$ cat src/hw/rtl/csp_pkg.sv
package csp_pkg;

    localparam int CMD_W  = 3;
    localparam int BID_W  = 10;
    localparam int SIDX_W = 6;
    localparam int SST_W  = 2;
    localparam int POS_W  = 7;

    localparam logic [CMD_W-1:0] CMD_FIND     = 3'd0;
    localparam logic [CMD_W-1:0] CMD_SET_SLOT = 3'd1;
    localparam logic [CMD_W-1:0] CMD_SET_MAP  = 3'd2;
    localparam logic [CMD_W-1:0] CMD_CLR_MAP  = 3'd3;
    localparam logic [CMD_W-1:0] CMD_READ_MAP = 3'd4;

    localparam logic [SST_W-1:0] ST_EMPTY  = 2'd0;
    localparam logic [SST_W-1:0] ST_UNUSED = 2'd1;

    // -1 in the map: no slot
    localparam logic [POS_W-1:0] NONE_POS = 7'h7f;

    typedef enum logic [2:0] {
        S_CLEAR,
        S_IDLE,
        S_MOD,
        S_PROBE,
        S_MAPRD,
        S_MAPCHK,
        S_RDMAP,
        S_EXEC
    } t_state;

    typedef struct packed {
        logic load;
        logic clr_en;
        logic mod_step;
        logic probe_step;
        logic probe_hit;
        logic probe_full;
        logic map_rd_own;
        logic map_rd_bid;
        logic map_chk;
        logic exec;
        logic finish;
    } t_dp_cmd;

    typedef struct packed {
        logic clr_last;
        logic mod_last;
        logic chk_v;
        logic hit;
        logic unused;
        logic own_ok;
        logic last;
        logic out_free;
    } t_dp_sts;

endpackage

$ cat src/hw/rtl/csp_ctrl.sv
module csp_ctrl
    import csp_pkg::*;
(
    input  logic             i_clk,
    input  logic             i_rst_n,
    input  logic             i_valid,
    input  logic [CMD_W-1:0] i_cmd,
    input  t_dp_sts          i_sts,
    output t_dp_cmd          o_cmd,
    output logic             o_stall
);

    t_state r_state;
    t_state n_state;
    logic   r_done;
    logic   n_done;

    always_ff @(posedge i_clk) begin
        if (!i_rst_n) begin
            r_state <= S_CLEAR;
            r_done  <= 1'b0;
        end else begin
            r_state <= n_state;
            r_done  <= n_done;
        end
    end

    // r_done marks the result-ready phase of the idle state: the item is
    // complete and waits for room in the output register
    always_comb begin
        n_state = r_state;
        n_done  = r_done;
        o_cmd   = '0;
        case (r_state)
            S_CLEAR: begin
                o_cmd.clr_en = 1'b1;
                if (i_sts.clr_last) begin
                    n_state = S_IDLE;
                end
            end
            S_IDLE: begin
                if (r_done) begin
                    if (i_sts.out_free) begin
                        o_cmd.finish = 1'b1;
                        n_done       = 1'b0;
                    end
                end else if (i_valid) begin
                    o_cmd.load = 1'b1;
                    case (i_cmd)
                        CMD_FIND:     n_state = S_MOD;
                        CMD_SET_SLOT: n_state = S_EXEC;
                        CMD_SET_MAP:  n_state = S_EXEC;
                        CMD_CLR_MAP:  n_state = S_EXEC;
                        CMD_READ_MAP: n_state = S_RDMAP;
                        default:      n_done  = 1'b1;
                    endcase
                end
            end
            S_MOD: begin
                o_cmd.mod_step = 1'b1;
                if (i_sts.mod_last) begin
                    n_state = S_PROBE;
                end
            end
            S_PROBE: begin
                if (i_sts.chk_v && i_sts.hit) begin
                    o_cmd.probe_hit = 1'b1;
                    if (i_sts.unused && i_sts.own_ok) begin
                        n_state = S_MAPRD;
                    end else begin
                        n_state = S_IDLE;
                        n_done  = 1'b1;
                    end
                end else if (i_sts.chk_v && i_sts.last) begin
                    o_cmd.probe_full = 1'b1;
                    n_state          = S_IDLE;
                    n_done           = 1'b1;
                end else begin
                    o_cmd.probe_step = 1'b1;
                end
            end
            S_MAPRD: begin
                o_cmd.map_rd_own = 1'b1;
                n_state          = S_MAPCHK;
            end
            S_MAPCHK: begin
                o_cmd.map_chk = 1'b1;
                n_state       = S_IDLE;
                n_done        = 1'b1;
            end
            S_RDMAP: begin
                o_cmd.map_rd_bid = 1'b1;
                n_state          = S_IDLE;
                n_done           = 1'b1;
            end
            S_EXEC: begin
                o_cmd.exec = 1'b1;
                n_state    = S_IDLE;
                n_done     = 1'b1;
            end
            default: begin
                n_state = S_IDLE;
                n_done  = 1'b0;
            end
        endcase
    end

    assign o_stall = (r_state != S_IDLE) || r_done;

    // an item is only taken in idle with no result pending
    assert property (@(posedge i_clk) disable iff (!i_rst_n)
        (i_valid && !o_stall) |=> (o_stall || r_state == S_IDLE))
    else $error("accepted item did not leave the idle phase");

    assert property (@(posedge i_clk) disable iff (!i_rst_n)
        o_cmd.finish |=> !r_done)
    else $error("result phase not left after finish");

    assert property (@(posedge i_clk) disable iff (!i_rst_n)
        (r_state == S_CLEAR) |-> o_stall)
    else $error("input open during clearing pass");

endmodule

$ cat config.mk
export PLATFORM = sky130hd
export DESIGN_NAME = csp_ctrl
export DESIGN_NICKNAME = d
export VERILOG_FILES = /design/src/hw/rtl/csp_pkg.sv /design/src/hw/rtl/csp_ctrl.sv
export SDC_FILE = /design/constraint.sdc
export NUM_CORES = 1
export LEC_CHECK = 0
export ABC_AREA = 1
export ABC_CLOCK_PERIOD_IN_PS = 2700
export BUFFER_PORTS_ARGS = -buffer_cell sky130_fd_sc_hd__buf_2
export CORE_AREA = 2 2 39 41
export CTS_BUF_LIST = sky130_fd_sc_hd__clkbuf_2 sky130_fd_sc_hd__clkbuf_4 sky130_fd_sc_hd__clkbuf_8
export DETAILED_ROUTE_END_ITERATION = 10
export DIE_AREA = 0 0 41 43
export GPL_ROUTABILITY_DRIVEN = 0
export HOLD_SLACK_MARGIN = 0.08
export SLEW_MARGIN = 5
export SYNTH_ARGS = -nofsm -noshare
export SYNTH_HDL_FRONTEND = slang
export SYNTH_SLANG_ARGS = --single-unit
$ cat constraint.sdc
create_clock -name i_clk -period 2.7 [get_ports i_clk]
set_clock_uncertainty 0.1 [all_clocks]
set_input_delay 0.27 -clock i_clk [delete_from_list [all_inputs] [get_ports i_clk]]
set_output_delay 0.27 -clock i_clk [all_outputs]
set_load 0.03 [all_outputs]
==> results of run 1 <==
[metrics by stage]
stage | instances | power [mW] | instance area [um^2]
global route | 129 | 0.6421 | 594.3
finish | 129 | 0.5775 | 594.3
global placement | 126 | 0.5087 | 571.8
floorplan | 86 | 0.4304 | 437.9
CTS | 129 | 0.5825 | 594.3
detailed placement | 126 | 0.5075 | 571.8
[cells by family (layout without fill, tap and decap cells)]
family	after synthesis	in the layout	synth area share
simple gates	59	59	0.5828
compound gates	6	6	0.07143
flops	4	4	0.1829
buf+inv	17	44	0.1629
[cells in the mapped netlist]
cell and number:
nor3_1 3, nor2_2 2, nor2_1 18, nand2_2 3
nand3b_1 1, inv_2 2, inv_1 14, dfxtp_1 4
buf_6 1, a21oi_1 2, nand3_1 11, o21ai_0 3
a31oi_1 1, nand2_1 21
[where the power goes]
group	internal, mW	switching, mW	total, mW
clock	0.0495	0.0209	0.0704
combinational	0.125	0.258	0.383
sequential	0.0832	0.0406	0.124
[tightest hold or removal path: cells and delay by family]
family,cells,cell delay (ps)
buf+inv,1,110
simple gates,2,90
[layout make-up]
| cell class | instances | area, um^2 |
|---|---|---|
| Sequential cell | 4 | 80.08 |
| Multi-Input combinational cell | 65 | 286.5 |
| Timing Repair Buffer | 25 | 125.1 |
| Fill cell | 152 | 789.5 |
| Inverter | 16 | 60.06 |
| Clock buffer | 3 | 22.52 |
| Tap cell | 16 | 20.02 |
[layer usage]
metal	track usage	routed length [um]	vias to the layer above
met5	0	0	-
met4	0	0	0
met3	0.01571	72	0
met2	0.2250	487	16
met1	0.1929	496	246
li1	-	-	319
[how the worst max path moves through the flow]
| stage | endpoint | slack (ps) | cells past startpoint |
|---|---|---|---|
| 6_report | o_cmd[5] | 980 | 5 |
| 5_1_grt | o_cmd[5] | 810 | 5 |
| 4_1_cts | o_cmd[5] | 980 | 5 |
| 3_5_place_dp | o_cmd[5] | 1230 | 5 |
| 3_3_place_gp | o_cmd[5] | 1260 | 5 |
| 2_1_floorplan | o_cmd[10] | 1120 | 3 |
[registers in the layout, summed over array words and instances (netlist names)]
name	cells
r_done	1
r_state	3
==> impl_metrics.yaml, run 1 <==
synthesis:
  syn_area_um2: 437.9
  syn_inst: 86
  ys_types: 14
  ys_ff_latch: 4
  yosys_warnings: 0
  yosysTopAreaCellShare: 0.1829
  synth.largest_area_cell: "dfxtp_1"
  synth.area.top_cells: "dfxtp_1 18%, nand2_1 18%, nor2_1 15%, nand3_1 13%, inv_1 12%"
  avgSynthCellArea_um2: 5.092
  yosysSeqAreaShare: 0.1829
  syn-num-nets: 100
detailed_routing:
  drt-pass1-iter-count: 4
  via_per_inst: 4.504
  wl_per_cell_um: 8.186
  wirelength_um: 1056
  vias: 581
  antenna_left: 0
  drtIter0Drc: 10
  drc: 0
cells_and_area:
  area_growth_pct: 35.71
  fin_util: 0.4295
  drive_above_1_share: 0.3097
  antenna_cells: 0
  nets: 129
  final_common_cell: "buf_2"
  final_cell_mix: "25 x buf_2, 21 x nand2_1, 18 x nor2_1"
floorplan:
  ios: 26
  rows: 14
  core_um2: 1384
  die_area_um2: 1763
  start_util: 0.3165
  die-height_um: 43
  die_x_um: 41
timing:
  rsz0062_at_grt: "no"
  min_period_over_period: 0.6364
  slew_viol_final: 0
  fin_crit_ps: 1718
  fin_ws_ps: 981.7
  holdWs_ps: 195.9
  worst_pin_slew_ps: 283.8
  fmax_ghz: 0.5820
  slew_headroom: 0.8106
  fin_setup_tns_ps: 0
  setup-violations-final: 0
  hold_viol: 0
worst_setup_path:
  slowest_stage: "dfxtp_1"
  cp.required_ps: 2330
  reg2reg_slack_ps: 1350
  crit_start: "r_state[0]"
  arrival_ps: 1350
  crit_type: "flip-flop to output pin"
  path_max_fanout: 8
  path_cells: "nand2_2 -> nor2_2 -> inv_1 -> nor2_1 -> buf_2"
  cp_slowest_stage_delay_ps: 470
  worst_setup_path_start_kind: "flip-flop"
  regToRegEndpoint: "r_state[0]"
  worstSetupEndpointType: "output pin"
  cp_top_family: "flip-flops"
  r2r_cells: 7
  crit_buf_inv: 2
  timing.rr.start: "r_state[0]"
clock_tree:
  cts_buffer_depth: 2
  cts-buffers-inserted: 3
  clock_sinks: 4
  clkTransAtPathRegs_ps: 40
  clock_latency_ps: 230
  cts_max_level: 1
  postCtsSetupBuffers: 0
  cts_resized: 0
  cts_tree: "built"
  cts_hold_buf: 0
  cts_root_buffer: "clkbuf_4"
place:
  place_hpwl_um: 906.8
  numPortBuffers: 25
  dpl_worst_slack_ps: 1229
hold_path:
  hp-class: "input pin to flip-flop"
  hold_depth: 3
  hold_path.startpoint: "i_rst_n"
  hold_end: "r_done"
pwr:
  power_density_nw_per_um2: 971.7
  ir_drop_uv: 378.2
  p_leak_nw: 0.3867
global_route:
  grt_max_degree: 9
  grt_use_total: 0.1355
  antenna_found_initial: 0
  grt_pass1_wl_um: 1780
  grt_pass1_vias: 486
  overflow: 0
job:
  maxCapViolCount: 0
outcome:
  outcome: "finished, final reports clean"
Power figures use the tool's default switching activity.
==> run 2, diff against run 1 <==
--- a/config.mk
+++ b/config.mk
@@ -6,7 +6,7 @@
 export NUM_CORES = 1
 export LEC_CHECK = 0
 export ABC_AREA = 1
-export ABC_CLOCK_PERIOD_IN_PS = 2700
+export ABC_CLOCK_PERIOD_IN_PS = 1500
 export BUFFER_PORTS_ARGS = -buffer_cell sky130_fd_sc_hd__buf_2
 export CORE_AREA = 2 2 39 41
 export CTS_BUF_LIST = sky130_fd_sc_hd__clkbuf_2 sky130_fd_sc_hd__clkbuf_4 sky130_fd_sc_hd__clkbuf_8
@@ -14,6 +14,7 @@
 export DIE_AREA = 0 0 41 43
 export GPL_ROUTABILITY_DRIVEN = 0
 export HOLD_SLACK_MARGIN = 0.08
+export PLACE_DENSITY = 0.66
 export SLEW_MARGIN = 5
 export SYNTH_ARGS = -nofsm -noshare
 export SYNTH_HDL_FRONTEND = slang
==> constraint.sdc (replaced) <==
create_clock -name i_clk -period 1.5 [get_ports i_clk]
set_clock_uncertainty 0.1 [all_clocks]
set_input_delay 0.15 -clock i_clk [delete_from_list [all_inputs] [get_ports i_clk]]
set_output_delay 0.15 -clock i_clk [all_outputs]
set_load 0.03 [all_outputs]
==> run 2 against run 1 <==
Compared with the run above: combinational power is 93% higher; clock-buffer cell count is the same; sequential share of layout area increased by 0.10 points; global-route usage is 1.8 points higher; critical path depth unchanged; register-to-register slack lost 1100 ps; via count is 3.4% higher; final area grew 10%; sequential power grew 100%; total power up 94%; first-iteration DRC count rose by 70%; setup slack worse by 920 ps; critical path type unchanged; critical endpoint is now o_cmd[6].
==> impl_metrics.yaml, run 2 (synthesized netlist as in run 1, its figures left out) <==
worst_setup_path:
  crit_type: "flip-flop to output pin"
  reg2reg_slack_ps: 260
  path_cells: "nand2_2 -> nor2_4 -> inv_2 -> nor2_1 -> buf_4"
  slowest_stage: "dfxtp_4"
  regToRegEndpoint: "r_done"
  cp_slowest_stage_delay_ps: 390
  r2r_cells: 7
  path_max_fanout: 8
  worstSetupEndpointType: "output pin"
  arrival_ps: 1190
  worst_setup_path_start_kind: "flip-flop"
  timing.rr.start: "r_state[0]"
  cp.required_ps: 1250
  crit_start: "r_state[0]"
cells_and_area:
  area_growth_pct: 49.43
  antenna_cells: 0
  reg_top3: "r_state: 3 flops, r_done: 1 flops"
  nFillCells: 164
  largest_reg_flops: 3
  drive_above_1_share: 0.3739
  final_cell_mix: "21 x nand2_1, 21 x buf_2, 16 x nor2_1"
  instances_no_fill: 131
  fin_util: 0.4729
  top_register: "r_state"
  nets: 131
global_route:
  overflow: 0
  grt_pass1_wl_um: 1932
  grt_use_total: 0.1535
  grt_max_degree: 9
  antenna_found_initial: 0
  grt_pass1_vias: 518
pwr:
  p_total_mw: 1.118
  power_density_nw_per_um2: 1709
  ir_drop_uv: 832.3
  p_leak_nw: 0.4001
clock_tree:
  cts_tree: "built"
  cts_max_level: 1
  cts_root_buffer: "clkbuf_4"
  clock_latency_ps: 230
  cts_buffer_depth: 2
  clock_sinks: 4
  clkTransAtPathRegs_ps: 40
  cts-buffers-inserted: 3
floorplan:
  die_x_um: 41
  ios: 26
  die_area_um2: 1763
  die-height_um: 43
  start_util: 0.3165
  rows: 14
  core_um2: 1384
detailed_routing:
  antenna_left: 0
  drtIter0Drc: 17
  wirelength_um: 1165
  via_per_inst: 4.588
  wl_per_cell_um: 8.893
  drc: 0
  vias: 601
  drt-pass1-iter-count: 4
timing:
  fin_crit_ps: 1436
  min_period_over_period: 0.9571
  hold_viol: 0
  worst_pin_slew_ps: 220.6
  rsz0062_at_grt: "yes"
  fin_setup_tns_ps: 0
  holdWs_ps: 228.2
  setup-violations-final: 0
  slew_headroom: 0.8514
  slew_viol_final: 0
  fmax_ghz: 0.6966
hold_path:
  hp-class: "input pin to flip-flop"
  hold_path.startpoint: "i_sts[0]"
  hold_depth: 4
  hold_end: "r_done"
outcome:
  outcome: "finished, final reports clean"
job:
  maxCapViolCount: 0
place:
  place_hpwl_um: 913.6
  placed_cells: 126
  numPortBuffers: 25
-- run 2: cell count changes in the layout (fill, tap and decap cells not counted), moves of 2 or more --
cell     before  now
buf_4         0    4
nor2_1       18   16
nor2_4        0    2
buf_2        25   21
dfxtp_4       0    2
dfxtp_1       4    1
-- run 2: per-stage QoR --
step | instance area, um^2 | setup slack [ps]
6_report | 654.4 | 64.37
5_1_grt | 654.4 | -9.364
4_1_cts | 614.3 | 2.984
3_5_place_dp | 571.8 | 120.2
3_3_place_gp | 571.8 | 180.4
2_1_floorplan | 437.9 | 37.49
-- run 2: what timing repair did --
item	4_1_cts	5_1_grt
hold endpoints to repair	4	0
pin swaps	0	1
endpoints found under the setup margin	4	8
resized for setup	4	14
setup buffers	0	1
hold buffers	1	0
-- run 2: how the worst max path moves through the flow --
stage	endpoint	slack (ps)	cells after the start
after floorplan	o_cmd[10]	40	3
after global placement	o_cmd[5]	180	5
after detailed placement	o_cmd[5]	120	5
after CTS	o_cmd[10]	3	4
after global routing	o_cmd[6]	-9	5
final	o_cmd[6]	60	5
-- run 2: layer usage --
metal	share of wire	vias up	GRT usage
li1	-	325	-
met3	0.065	0	0.04712
met4	0	0	0.03333
met1	0.45	253	0.2051
met2	0.48	23	0.2344
met5	0	-	0
-- run 2: report_power, final --
group | total [mW] | switching, mW | internal (mW)
clock | 0.131 | 0.0416 | 0.0894
combinational | 0.738 | 0.484 | 0.254
sequential | 0.249 | 0.0817 | 0.168
-- run 2: cell type report --
class | count | area (um^2) | area share
well taps | 16 | 20.02 | 0.03059
repair buffers | 27 | 156.4 | 0.2390
flip-flops and latches | 4 | 88.84 | 0.1358
clock buffers | 3 | 22.52 | 0.03442
inverters | 16 | 60.06 | 0.09178
multi-input cells | 65 | 306.5 | 0.4685
-- run 2: worst max-delay path: cells and delay by family, from the launching register on --
kind                   cells  cell delay, ps
buffers and inverters      2             230
and+or+nand+nor            3             330
DFF                        1             390
==> run 3, diff against run 2 <==
--- a/config.mk
+++ b/config.mk
@@ -6,15 +6,13 @@
 export NUM_CORES = 1
 export LEC_CHECK = 0
 export ABC_AREA = 1
-export ABC_CLOCK_PERIOD_IN_PS = 1500
+export ABC_CLOCK_PERIOD_IN_PS = 1800
 export BUFFER_PORTS_ARGS = -buffer_cell sky130_fd_sc_hd__buf_2
 export CORE_AREA = 2 2 39 41
-export CTS_BUF_LIST = sky130_fd_sc_hd__clkbuf_2 sky130_fd_sc_hd__clkbuf_4 sky130_fd_sc_hd__clkbuf_8
 export DETAILED_ROUTE_END_ITERATION = 10
 export DIE_AREA = 0 0 41 43
 export GPL_ROUTABILITY_DRIVEN = 0
 export HOLD_SLACK_MARGIN = 0.08
-export PLACE_DENSITY = 0.66
 export SLEW_MARGIN = 5
 export SYNTH_ARGS = -nofsm -noshare
 export SYNTH_HDL_FRONTEND = slang
==> constraint.sdc (replaced) <==
create_clock -name i_clk -period 1.8 [get_ports i_clk]
set_clock_uncertainty 0.1 [all_clocks]
set_input_delay 0.18 -clock i_clk [delete_from_list [all_inputs] [get_ports i_clk]]
set_output_delay 0.18 -clock i_clk [all_outputs]
set_load 0.03 [all_outputs]
==> run 3 against run 2 <==
Compared with the run above: first-iteration DRC count increased by 5.9%; cell count decreased by 1.5%; sequential cell count unchanged; clock power decreased by 12%; setup slack improved by 110 ps; die area unchanged; critical endpoint is now o_cmd[5]; largest power group unchanged.
==> impl_metrics.yaml, run 3 (synthesized netlist as in run 1, its figures left out) <==
timing:
  worst_pin_slew_ps: 275.2
  fin_setup_tns_ps: 0
  slew_headroom: 0.8163
  fin_crit_ps: 1630
  rsz0062_at_grt: "no"
  hold_viol: 0
  min_period_over_period: 0.9058
  fmax_ghz: 0.6133
  slew_viol_final: 0
  fin_ws_ps: 169.5
  setup-violations-final: 0
detailed_routing:
  antenna_left: 0
  wl_per_cell_um: 8.442
  via_per_inst: 4.605
  drt-pass1-iter-count: 4
  drtIter0Drc: 18
  drc: 0
  wirelength_um: 1089
  vias: 594
global_route:
  grt_pass1_vias: 520
  grt_max_degree: 9
  grt_use_total: 0.1516
  overflow: 0
  antenna_found_initial: 0
  grt_pass1_wl_um: 1911
floorplan:
  die_area_um2: 1763
  ios: 26
  rows: 14
  core_um2: 1384
  die-height_um: 43
  die_x_um: 41
  start_util: 0.3165
pwr:
  p_total_uw: 875.3
  power_density_nw_per_um2: 1473
  share_seq_of_total_power: 0.210
  p_comb_frac: 0.659
  p_sw_frac: 0.5579
  clkPwrFrac: 0.131
  ir_drop_uv: 664.2
  intPower_uw: 387.0
  power.net_switching_uw: 488.3
  p_leak_nw: 0.3867
cells_and_area:
  nets: 129
  antenna_cells: 0
  final_common_cell: "buf_2"
  area_growth_pct: 35.71
  largest_reg_flops: 3
  reg_top3: "r_state: 3 flops, r_done: 1 flops"
  top_register: "r_state"
  final_cell_mix: "25 x buf_2, 21 x nand2_1, 18 x nor2_1"
  finalInstanceArea_um2: 594.3
  drive_above_1_share: 0.3097
worst_setup_path:
  worst_setup_path_start_kind: "flip-flop"
  arrival_ps: 1350
  cp.required_ps: 1520
  crit_type: "flip-flop to output pin"
  path_max_fanout: 8
  worstSetupEndpointType: "output pin"
clock_tree:
  cts_root_buffer: "clkbuf_4"
  cts_buffer_depth: 2
  cts_resized: 0
  cts-buffers-inserted: 3
  cts_tree: "built"
  clock_sinks: 4
  postCtsSetupBuffers: 0
  clkTransAtPathRegs_ps: 40
  clock_latency_ps: 240
  cts_max_level: 1
  cts_hold_buf: 0
place:
  numPortBuffers: 25
  place_hpwl_um: 921.8
  placed_cell_area_um2: 571.8
  dpl_worst_slack_ps: 426.6
job:
  maxCapViolCount: 0
hold_path:
  hp-class: "input pin to flip-flop"
outcome:
  outcome: "finished, final reports clean"
-- run 3: cell count changes in the layout (fill, tap and decap cells not counted), sizes merged --
cell / before / now
buf: 26 / 25
dlygate4sd3: 1 / 0
-- run 3: metrics by stage --
step           utilization  hold WS, ps  instances
6_report            0.4295        99.32        129
5_1_grt             0.4295        119.0        129
4_1_cts             0.4295        97.23        129
3_5_place_dp        0.4132        345.2        126
3_3_place_gp        0.4132        341.7        126
2_1_floorplan            -        205.8         86
-- run 3: final timing paths --
path              slack [ps]        from  cells after the start         end
setup / recovery         170  r_state[0]                      5    o_cmd[5]
hold / removal           100     i_rst_n                      3      r_done
hold reg to reg          500      r_done                      4      r_done
setup reg to reg         480  r_state[0]                      7  r_state[0]
-- run 3: layout make-up --
| type | count | area (um^2) |
|---|---|---|
| fillers | 159 | 789.5 |
| multi-input cells | 65 | 286.5 |
| repair buffers | 25 | 125.1 |
| flip-flops and latches | 4 | 80.08 |
| inverters | 16 | 60.06 |
| clock buffers | 3 | 22.52 |
| well taps | 16 | 20.02 |
-- run 3: critical path: stages (launching register included) --
cell and delay, ps:
dfxtp_1 470, nand2_2 100, nor2_2 160, inv_1 90
nor2_1 100, buf_2 190
-- run 3: power groups by stage --
stage                     clock network, mW  registers, mW  logic [mW]
final                                 0.115          0.184       0.577
after global routing                  0.132          0.193       0.650
after CTS                             0.118          0.183       0.578
after detailed placement                  0          0.184       0.576
after global placement                    0          0.185       0.576
after floorplan                           0          0.158       0.488
-- run 3: routing by layer --
layer	track usage	share of wire
met1	0.1994	0.46
met2	0.2406	0.45
met3	0.03141	0.079
met4	0.04000	0.013
met5	0	0
